File: config.mk
export PLATFORM = sky130hd
export DESIGN_NAME = text_encoding_guesser
export DESIGN_NICKNAME = d
export VERILOG_FILES = /design/src/rtl/teg_pkg.sv /design/src/rtl/teg_stats.sv /design/src/rtl/teg_decide.sv /design/src/rtl/text_encoding_guesser.sv
export SDC_FILE = /design/constraint.sdc
export NUM_CORES = 1
export LEC_CHECK = 0
export ABC_AREA = 1
export BUFFER_PORTS_ARGS = -buffer_cell sky130_fd_sc_hd__buf_2
export CORE_ASPECT_RATIO = 0.6
export CORE_MARGIN = 2
export CORE_UTILIZATION = 43
export DETAILED_ROUTE_END_ITERATION = 6
export PLACE_DENSITY_LB_ADDON = 0.15
export SYNTH_ARGS = -nofsm -noshare
export SYNTH_HDL_FRONTEND = slang
export SYNTH_SLANG_ARGS = --single-unit
export TNS_END_PERCENT = 50
File: constraint.sdc
create_clock -name clk_i -period 12.3 [get_ports clk_i]
set_clock_uncertainty 0.2 [all_clocks]
set_input_delay 2.46 -clock clk_i [delete_from_list [all_inputs] [get_ports clk_i]]
set_output_delay 2.46 -clock clk_i [all_outputs]
set_load 0.005 [all_outputs]
File: src/rtl/teg_pkg.sv
// Shared definitions for the text encoding guesser.
// Guess and confidence codes, byte class constants, the snapshot control struct.
// No dependencies.
`timescale 1ns / 1ps

package teg_pkg;

  localparam int COUNT_BITS_DEF = 24;

  typedef enum logic [2:0] {
    GUESS_NONE     = 3'd0,
    GUESS_UTF16LE  = 3'd1,
    GUESS_UTF16BE  = 3'd2,
    GUESS_UTF8     = 3'd3,
    GUESS_WIN1252  = 3'd4,
    GUESS_LATIN1   = 3'd5
  } guess_e;

  typedef enum logic [1:0] {
    CONF_UNSURE    = 2'd0,
    CONF_PLAUSIBLE = 2'd1,
    CONF_SURE      = 2'd2
  } conf_e;

  localparam logic [7:0] C1_LO     = 8'h80;
  localparam logic [7:0] C1_HI     = 8'h9F;
  localparam logic [7:0] LEAD_MASK = 8'hC0;
  localparam logic [7:0] CONT_TAG  = 8'h80;

  // Fewest zero bytes that can make a UTF-16 guess.
  localparam int MIN_ZEROS = 2;

  typedef struct packed {
    logic valid;
    logic empty;
    logic c1_seen;
  } snap_ctrl_t;

endpackage

File: src/rtl/teg_stats.sv
// Per-stream byte statistics: previous byte, byte count, saturating counters.
// Captures a snapshot of the final counts at stream end. Depends on teg_pkg.
`timescale 1ns / 1ps

module teg_stats #(
  parameter int COUNT_BITS = teg_pkg::COUNT_BITS_DEF
) (
  input  logic                    clk_i,
  input  logic                    rst_ni,
  input  logic                    accept_i,
  input  logic [7:0]              byte_value_i,
  input  logic                    last_byte_i,
  input  logic                    empty_stream_i,
  input  logic                    snap_take_i,
  output teg_pkg::snap_ctrl_t     snap_ctrl_o,
  output logic [COUNT_BITS-1:0]   snap_size_o,
  output logic [COUNT_BITS-1:0]   snap_good_o,
  output logic [COUNT_BITS-1:0]   snap_bad_o,
  output logic [COUNT_BITS-1:0]   snap_zle_o,
  output logic [COUNT_BITS-1:0]   snap_zbe_o
);
  import teg_pkg::*;

  function automatic logic [COUNT_BITS-1:0] sat_inc(input logic [COUNT_BITS-1:0] v,
                                                    input logic en);
    logic [COUNT_BITS-1:0] r;
    r = v;
    if (en && (v != {COUNT_BITS{1'b1}})) r = v + COUNT_BITS'(1);
    return r;
  endfunction

  logic                  seen_q;
  logic [7:0]            prev_q;
  logic [COUNT_BITS-1:0] count_q, good_q, bad_q, c1_q, zle_q, zbe_q;
  logic [COUNT_BITS-1:0] count_d, good_d, bad_d, c1_d, zle_d, zbe_d;

  logic cur_cont, prev_lead, prev_ascii, zero_hit, stream_end;
  logic c1_inc, good_inc, bad_inc;

  snap_ctrl_t            snap_ctrl_q;
  logic [COUNT_BITS-1:0] snap_size_q, snap_good_q, snap_bad_q, snap_zle_q, snap_zbe_q;

  always_comb begin
    cur_cont   = (byte_value_i & LEAD_MASK) == CONT_TAG;
    prev_lead  = (prev_q & LEAD_MASK) == LEAD_MASK;
    prev_ascii = !prev_q[7];
    c1_inc     = (byte_value_i >= C1_LO) && (byte_value_i <= C1_HI);
    good_inc   = seen_q && cur_cont && prev_lead;
    bad_inc    = seen_q && ((cur_cont && prev_ascii) || (!cur_cont && prev_lead));
    zero_hit   = seen_q && !cur_cont && (prev_q == 8'h00);
    count_d    = sat_inc(count_q, 1'b1);
    good_d     = sat_inc(good_q, good_inc);
    bad_d      = sat_inc(bad_q, bad_inc);
    c1_d       = sat_inc(c1_q, c1_inc);
    // Position parity is the count of bytes before the current one.
    zbe_d      = sat_inc(zbe_q, zero_hit && count_q[0]);
    zle_d      = sat_inc(zle_q, zero_hit && !count_q[0]);
    stream_end = last_byte_i || empty_stream_i;
  end

  always_ff @(posedge clk_i or negedge rst_ni) begin
    if (!rst_ni) begin
      seen_q  <= 1'b0;
      prev_q  <= 8'h00;
      count_q <= '0;
      good_q  <= '0;
      bad_q   <= '0;
      c1_q    <= '0;
      zle_q   <= '0;
      zbe_q   <= '0;
    end else if (accept_i) begin
      if (stream_end) begin
        seen_q  <= 1'b0;
        prev_q  <= 8'h00;
        count_q <= '0;
        good_q  <= '0;
        bad_q   <= '0;
        c1_q    <= '0;
        zle_q   <= '0;
        zbe_q   <= '0;
      end else begin
        seen_q  <= 1'b1;
        prev_q  <= byte_value_i;
        count_q <= count_d;
        good_q  <= good_d;
        bad_q   <= bad_d;
        c1_q    <= c1_d;
        zle_q   <= zle_d;
        zbe_q   <= zbe_d;
      end
    end
  end

  always_ff @(posedge clk_i or negedge rst_ni) begin
    if (!rst_ni) begin
      snap_ctrl_q <= '0;
    end else if (accept_i && stream_end) begin
      snap_ctrl_q.valid   <= 1'b1;
      snap_ctrl_q.empty   <= empty_stream_i;
      snap_ctrl_q.c1_seen <= c1_d != '0;
    end else if (snap_take_i) begin
      snap_ctrl_q.valid <= 1'b0;
    end
  end

  always_ff @(posedge clk_i) begin
    if (accept_i && stream_end) begin
      snap_size_q <= count_d;
      snap_good_q <= good_d;
      snap_bad_q  <= bad_d;
      snap_zle_q  <= zle_d;
      snap_zbe_q  <= zbe_d;
    end
  end

  assign snap_ctrl_o = snap_ctrl_q;
  assign snap_size_o = snap_size_q;
  assign snap_good_o = snap_good_q;
  assign snap_bad_o  = snap_bad_q;
  assign snap_zle_o  = snap_zle_q;
  assign snap_zbe_o  = snap_zbe_q;

endmodule

File: src/rtl/teg_decide.sv
// Final decision over a stream snapshot, held in the result register.
// Ratio tests use constant shift-add products instead of division. Depends on teg_pkg.
`timescale 1ns / 1ps

module teg_decide #(
  parameter int COUNT_BITS = teg_pkg::COUNT_BITS_DEF
) (
  input  logic                    clk_i,
  input  logic                    rst_ni,
  input  teg_pkg::snap_ctrl_t     snap_ctrl_i,
  input  logic [COUNT_BITS-1:0]   snap_size_i,
  input  logic [COUNT_BITS-1:0]   snap_good_i,
  input  logic [COUNT_BITS-1:0]   snap_bad_i,
  input  logic [COUNT_BITS-1:0]   snap_zle_i,
  input  logic [COUNT_BITS-1:0]   snap_zbe_i,
  output logic                    snap_take_o,
  output logic                    out_valid_o,
  input  logic                    out_ready_i,
  output logic [2:0]              guess_code_o,
  output logic [1:0]              confidence_o
);
  import teg_pkg::*;

  localparam int PW = COUNT_BITS + 10;  // room for a count times 1000
  localparam int GW = COUNT_BITS + 4;   // room for a count times 10

  logic [PW-1:0] size_x, le_x, be_x;
  logic [PW-1:0] le_1000, be_1000, le_100p, be_100p;
  logic [GW-1:0] good_x, bad_10;
  logic          le_gt_be, le_le_milli, be_le_milli, le_ge_centi, be_ge_centi;
  guess_e        guess_d, guess_q;
  conf_e         conf_d, conf_q;
  logic          out_valid_q;

  always_comb begin
    size_x  = PW'(snap_size_i);
    le_x    = PW'(snap_zle_i);
    be_x    = PW'(snap_zbe_i);
    le_1000 = (le_x << 10) - (le_x << 4) - (le_x << 3);
    be_1000 = (be_x << 10) - (be_x << 4) - (be_x << 3);
    // z >= floor(s/100) is the same as 100*z + 99 >= s
    le_100p = (le_x << 6) + (le_x << 5) + (le_x << 2) + PW'(99);
    be_100p = (be_x << 6) + (be_x << 5) + (be_x << 2) + PW'(99);
    good_x  = GW'(snap_good_i);
    bad_10  = (GW'(snap_bad_i) << 3) + (GW'(snap_bad_i) << 1);

    le_gt_be    = snap_zle_i > snap_zbe_i;
    le_le_milli = le_1000 <= size_x;
    be_le_milli = be_1000 <= size_x;
    le_ge_centi = le_100p >= size_x;
    be_ge_centi = be_100p >= size_x;

    priority if (snap_ctrl_i.empty) begin
      guess_d = GUESS_NONE;
      conf_d  = CONF_UNSURE;
    end else if (le_gt_be && be_le_milli && le_ge_centi &&
                 (snap_zle_i >= COUNT_BITS'(MIN_ZEROS))) begin
      guess_d = GUESS_UTF16LE;
      conf_d  = CONF_SURE;
    end else if (!le_gt_be && le_le_milli && be_ge_centi &&
                 (snap_zbe_i >= COUNT_BITS'(MIN_ZEROS))) begin
      guess_d = GUESS_UTF16BE;
      conf_d  = CONF_SURE;
    end else if (good_x > bad_10) begin
      guess_d = GUESS_UTF8;
      conf_d  = CONF_SURE;
    end else begin
      guess_d = snap_ctrl_i.c1_seen ? GUESS_WIN1252 : GUESS_LATIN1;
      conf_d  = (snap_bad_i == '0) ? CONF_UNSURE : CONF_PLAUSIBLE;
    end
  end

  // Advance the snapshot when the result register is free or being drained.
  assign snap_take_o = snap_ctrl_i.valid && (!out_valid_q || out_ready_i);

  always_ff @(posedge clk_i or negedge rst_ni) begin
    if (!rst_ni) begin
      out_valid_q <= 1'b0;
    end else if (snap_take_o) begin
      out_valid_q <= 1'b1;
    end else if (out_ready_i) begin
      out_valid_q <= 1'b0;
    end
  end

  always_ff @(posedge clk_i) begin
    if (snap_take_o) begin
      guess_q <= guess_d;
      conf_q  <= conf_d;
    end
  end

  assign out_valid_o  = out_valid_q;
  assign guess_code_o = guess_q;
  assign confidence_o = conf_q;

endmodule

File: src/rtl/text_encoding_guesser.sv
// Text encoding guesser: one byte per beat, one guess per stream.
// Throughput: one byte per cycle unless a waiting snapshot holds the input;
// the counter update is a single saturating increment. The beat with last_byte or
// empty_stream registers the counts in the snapshot; the decision over it is then
// registered in the result register. Reset clears all counters and both pipeline
// valids at once; no clearing pass. Depends on teg_pkg, teg_stats, teg_decide.
`timescale 1ns / 1ps

module text_encoding_guesser #(
  parameter int COUNT_BITS = teg_pkg::COUNT_BITS_DEF
) (
  input  logic       clk_i,
  input  logic       rst_ni,
  input  logic       in_valid_i,
  output logic       in_ready_o,
  input  logic [7:0] byte_value_i,
  input  logic       last_byte_i,
  input  logic       empty_stream_i,
  output logic       out_valid_o,
  input  logic       out_ready_i,
  output logic [2:0] guess_code_o,
  output logic [1:0] confidence_o
);
  import teg_pkg::*;

  snap_ctrl_t            snap_ctrl;
  logic [COUNT_BITS-1:0] snap_size, snap_good, snap_bad, snap_zle, snap_zbe;
  logic                  snap_take, in_fire;

  // Hold input only while a finished snapshot cannot move on.
  assign in_ready_o = !snap_ctrl.valid || snap_take;
  assign in_fire    = in_valid_i && in_ready_o;

  teg_stats #(.COUNT_BITS(COUNT_BITS)) u_stats (
    .clk_i          (clk_i),
    .rst_ni         (rst_ni),
    .accept_i       (in_fire),
    .byte_value_i   (byte_value_i),
    .last_byte_i    (last_byte_i),
    .empty_stream_i (empty_stream_i),
    .snap_take_i    (snap_take),
    .snap_ctrl_o    (snap_ctrl),
    .snap_size_o    (snap_size),
    .snap_good_o    (snap_good),
    .snap_bad_o     (snap_bad),
    .snap_zle_o     (snap_zle),
    .snap_zbe_o     (snap_zbe)
  );

  teg_decide #(.COUNT_BITS(COUNT_BITS)) u_decide (
    .clk_i        (clk_i),
    .rst_ni       (rst_ni),
    .snap_ctrl_i  (snap_ctrl),
    .snap_size_i  (snap_size),
    .snap_good_i  (snap_good),
    .snap_bad_i   (snap_bad),
    .snap_zle_i   (snap_zle),
    .snap_zbe_i   (snap_zbe),
    .snap_take_o  (snap_take),
    .out_valid_o  (out_valid_o),
    .out_ready_i  (out_ready_i),
    .guess_code_o (guess_code_o),
    .confidence_o (confidence_o)
  );

  a_end_snaps: assert property (@(posedge clk_i) disable iff (!rst_ni)
    in_fire && (last_byte_i || empty_stream_i) |=> snap_ctrl.valid)
    else $error("stream end beat did not produce a snapshot");

  a_stall_cause: assert property (@(posedge clk_i) disable iff (!rst_ni)
    !in_ready_o |-> out_valid_o && !out_ready_i)
    else $error("input stalled while the result side could drain");

  a_none_unsure: assert property (@(posedge clk_i) disable iff (!rst_ni)
    out_valid_o && (guess_code_o == GUESS_NONE) |-> confidence_o == CONF_UNSURE)
    else $error("empty stream guess with nonzero confidence");

  a_unicode_sure: assert property (@(posedge clk_i) disable iff (!rst_ni)
    out_valid_o && ((guess_code_o == GUESS_UTF16LE) || (guess_code_o == GUESS_UTF16BE) ||
                    (guess_code_o == GUESS_UTF8)) |-> confidence_o == CONF_SURE)
    else $error("unicode guess without full confidence");

endmodule
==> out/metrics.yaml <==
status: "complete, but fails checks"
failed_checks: "DRC"
post-route-period-util_pct: 50.15
synth_edf_count: 125
tightest_slew_ps: 950.3
io_pins: 21
hold_viol: 0
start_util_pct: 43.54
worstPathRequired_ps: 12440
cts_hold_buf: 0
fin_setup_tns_ps: 0
rr_startpoint: "u_stats.snap_zbe_o[0]$_DFFE_PP_"
holdPathEnd: "u_stats.snap_ctrl_o[0]$_DFFE_PN0P_"
core_area_mm2: 0.06631
ff2ff_setup_slack_ps: 6130
clk_path_buf_depth: 3
rr_endpoint: "u_decide.confidence_o[1]$_SDFFCE_PP0P_"
ctsHtreeMaxLevel: 1
first_pass_iters: 7
drive_gt1_share_pct: 4.248
grt_pass1_wl_um: 136800
die-area_mm2: 0.06930
crit_fanout: 8
seq_area_mm2: 0.007682
post_cts_buffers: 0
drcViolationCount: 2
whs_path_depth: 2
rsz0062_at_grt: "false"
hold_path_class: "register to register"
synthCells: 3884
place_hpwl_um: 69770
crit_slowest_cell: "edfxtp_1"
gp_congestion: 0.9588
clkSlewWorstSetupHoldPaths_ps: 70
area_growth_pct: 7.527
cts_tree: "yes"
syn-cell-area_mm2: 0.02887
hold_start: "u_stats.snap_ctrl_o[0]$_DFFE_PN0P_"
fin_nets: 4359
power.leakage_nw: 14.96
cp.arrival_ps: 6300
synth_nets: 4336
yosysWarnings: 0
vias: 25540
slew_headroom_pct: 36.65
setup_ws_ps: 6131
dieHeight_um: 204.7
synth.largest_area_cell: "ha_1"
p_total_w: 0.003673
worst_path_largest_cell_delay_ps: 580
ys_seq_area_share_pct: 26.61
grt.total_usage_pct: 24.77
maxCapViolations: 0
clockRootBuffer: "clkbuf_16"
portBuffers: 20
synth_top_area_share_pct: 17.29
gr-total-overflow: 0
synth-seq-cells: 282
place_ws_ps: 6047
syn_avg_cell_area_um2: 7.434
worstSetupPathType: "register to register"
insertion_delay_ps: 570
crit_path_frequent_cell: "nand2_1"
antenna_found_initial: 7
dieWidth_um: 338.5
fill_cells: 6823
antenna_left: 0
cts.sinks: 282
finalSetupViolations: 0
max-vdd-ir-drop_mv: 0.09619
startpoint_type: "register"
synth.area.top_cells: "ha_1 (17%), dfrtp_1 (14%), edfxtp_1 (13%)"
synthArstFlopShare_pct: 55.67
cts_buffers: 30
r2r_cells: 30
wl_per_cell_um: 17.84
slew_viol_final: 0
n_antenna_cell: 0
cellPowerDensity_mw_per_mm2: 118.3
row_count: 73
drt-initial-drc-count: 2268
grt_max_degree: 92
cts.repair.resized: 0
post-route-min-period_ps: 6169
grt_pass1_vias: 23950
synth.distinct_cells: 64
endpoint_kind: "register"
wl_um: 86200
synth_flop_cell: "dfrtp_1"
multiInputGateArea_mm2: 0.01900
via_per_inst: 5.287
clock.fmax_ghz: 0.1621
[Yosys cell counts, types with 6 or more instances]
cell / instances
a211oi_1: 7
a21boi_0: 6
a21o_1: 12
a21oi_1: 231
a22o_1: 25
a31oi_1: 19
buf_1: 8
clkbuf_1: 24
dfrtp_1: 157
edfxtp_1: 125
fa_1: 39
ha_1: 399
inv_1: 526
inv_2: 10
nand2_1: 954
nand2_2: 14
nand3_1: 158
nand3_2: 7
nand3b_1: 9
nand4_1: 86
nor2_1: 328
nor2_2: 14
nor3_1: 69
nor4_1: 35
o21a_1: 10
o21ai_0: 195
o21ai_1: 18
o21bai_1: 23
o22ai_1: 37
o31ai_1: 7
xnor2_1: 53
xor2_1: 209
[state kept, by name, indices dropped and copies added, names as in the netlist]
signal,cells
u_stats.seen_q,1
u_stats.zbe_q,24
u_stats.bad_q,24
u_stats.prev_q,8
u_stats.snap_zbe_o,24
u_stats.good_q,24
u_stats.c1_q,24
u_decide.confidence_o,2
u_stats.snap_size_o,24
u_stats.count_q,24
u_stats.snap_good_o,24
u_decide.guess_code_o,3
u_decide.out_valid_o,1
u_stats.snap_zle_o,24
u_stats.snap_bad_o,24
u_stats.snap_ctrl_o,3
u_stats.zle_q,24
[how the worst max path moves through the flow]
stage	from	to	slack, ps	cells after the start
floorplan	out_ready_i	u_stats.snap_ctrl_o[0]$_DFFE_PN0P_	3460	8
CTS	u_stats.snap_zbe_o[0]$_DFFE_PP_	u_decide.confidence_o[1]$_SDFFCE_PP0P_	6110	30
global placement	out_ready_i	u_stats.zle_q[10]$_DFFE_PN0P_	6110	10
finish	u_stats.snap_zbe_o[0]$_DFFE_PP_	u_decide.confidence_o[1]$_SDFFCE_PP0P_	6130	30
detailed placement	out_ready_i	u_stats.zle_q[10]$_DFFE_PN0P_	6050	10
global route	u_stats.snap_zbe_o[0]$_DFFE_PP_	u_decide.confidence_o[1]$_SDFFCE_PP0P_	5580	30
[through the flow]
step	instance area [um^2]	cells	hold slack [ps]	util, %
2_1_floorplan	28870	3884	247.1	-
3_3_place_gp	30010	4775	276.5	45.26
3_5_place_dp	30010	4775	269.2	45.26
4_1_cts	31050	4831	303.4	46.82
5_1_grt	31050	4831	340.3	46.82
6_report	31050	4831	299.7	46.82
[cells in the final DEF, fill, tap and decap left out, types with 8 or more instances in the layout]
cell type	count
nand2_1	952
a21oi_1	231
nand3b_1	9
nor2_2	14
inv_2	9
o22ai_1	37
dfrtp_1	157
inv_1	525
o21a_1	10
ha_1	399
buf_2	19
nor4_1	35
o21ai_1	18
xor2_1	209
a22o_1	25
clkbuf_16	32
nand4_1	86
o21bai_1	23
fa_1	39
buf_4	10
edfxtp_1	125
nor3_1	69
a31oi_1	19
xnor2_1	53
o21ai_0	195
a21o_1	12
nor2_1	327
clkinv_2	8
nand3_1	158
nand2_2	16
[area by class of cell]
type / count / area share, %
clock inverter: 15 / 0.5440
inverter: 538 / 6.525
clock buffer: 41 / 2.785
tap: 900 / 3.627
multi-input combinational: 3025 / 61.19
sequential: 282 / 24.74
timing repair buffer: 30 / 0.5843
[routing by layer]
layer / up-vias / share of wire, % / global-route usage [%]
met1: 11680 / 54 / 40.30
met4: 0 / 2.1 / 4.651
met5: - / 0 / 0
li1: 12990 / - / -
met3: 84 / 8.3 / 4.788
met2: 787 / 36 / 32.91
[power breakdown]
| part | internal [W] | total, W | switching [W] |
|---|---|---|---|
| combinational | 0.000591 | 0.00165 | 0.00106 |
| clock | 0.000557 | 0.000951 | 0.000394 |
| sequential | 0.00102 | 0.00107 | 0.0000492 |
| total | 0.00217 | 0.00367 | 0.00150 |
[kinds of logic after synthesis]
group / after synthesis / synth area share, %
DFF: 282 / 26.61
adders and majority gates: 438 / 19.99
AOI/OAI and AO/OA: 608 / 11.88
buffers and inverters: 577 / 7.640
and+or+nand+nor: 1714 / 25.76
xor gates and xnor gates: 265 / 8.116
[worst max-delay path: cells and delay by family (launching register included)]
kind	cells	cell delay, ps
fa+ha+maj	5	1670
simple gates	14	1580
buf+inv	3	240
xor+xnor	2	380
flops	1	580
compound gates	6	1280
Power figures use the tool's default switching activity.
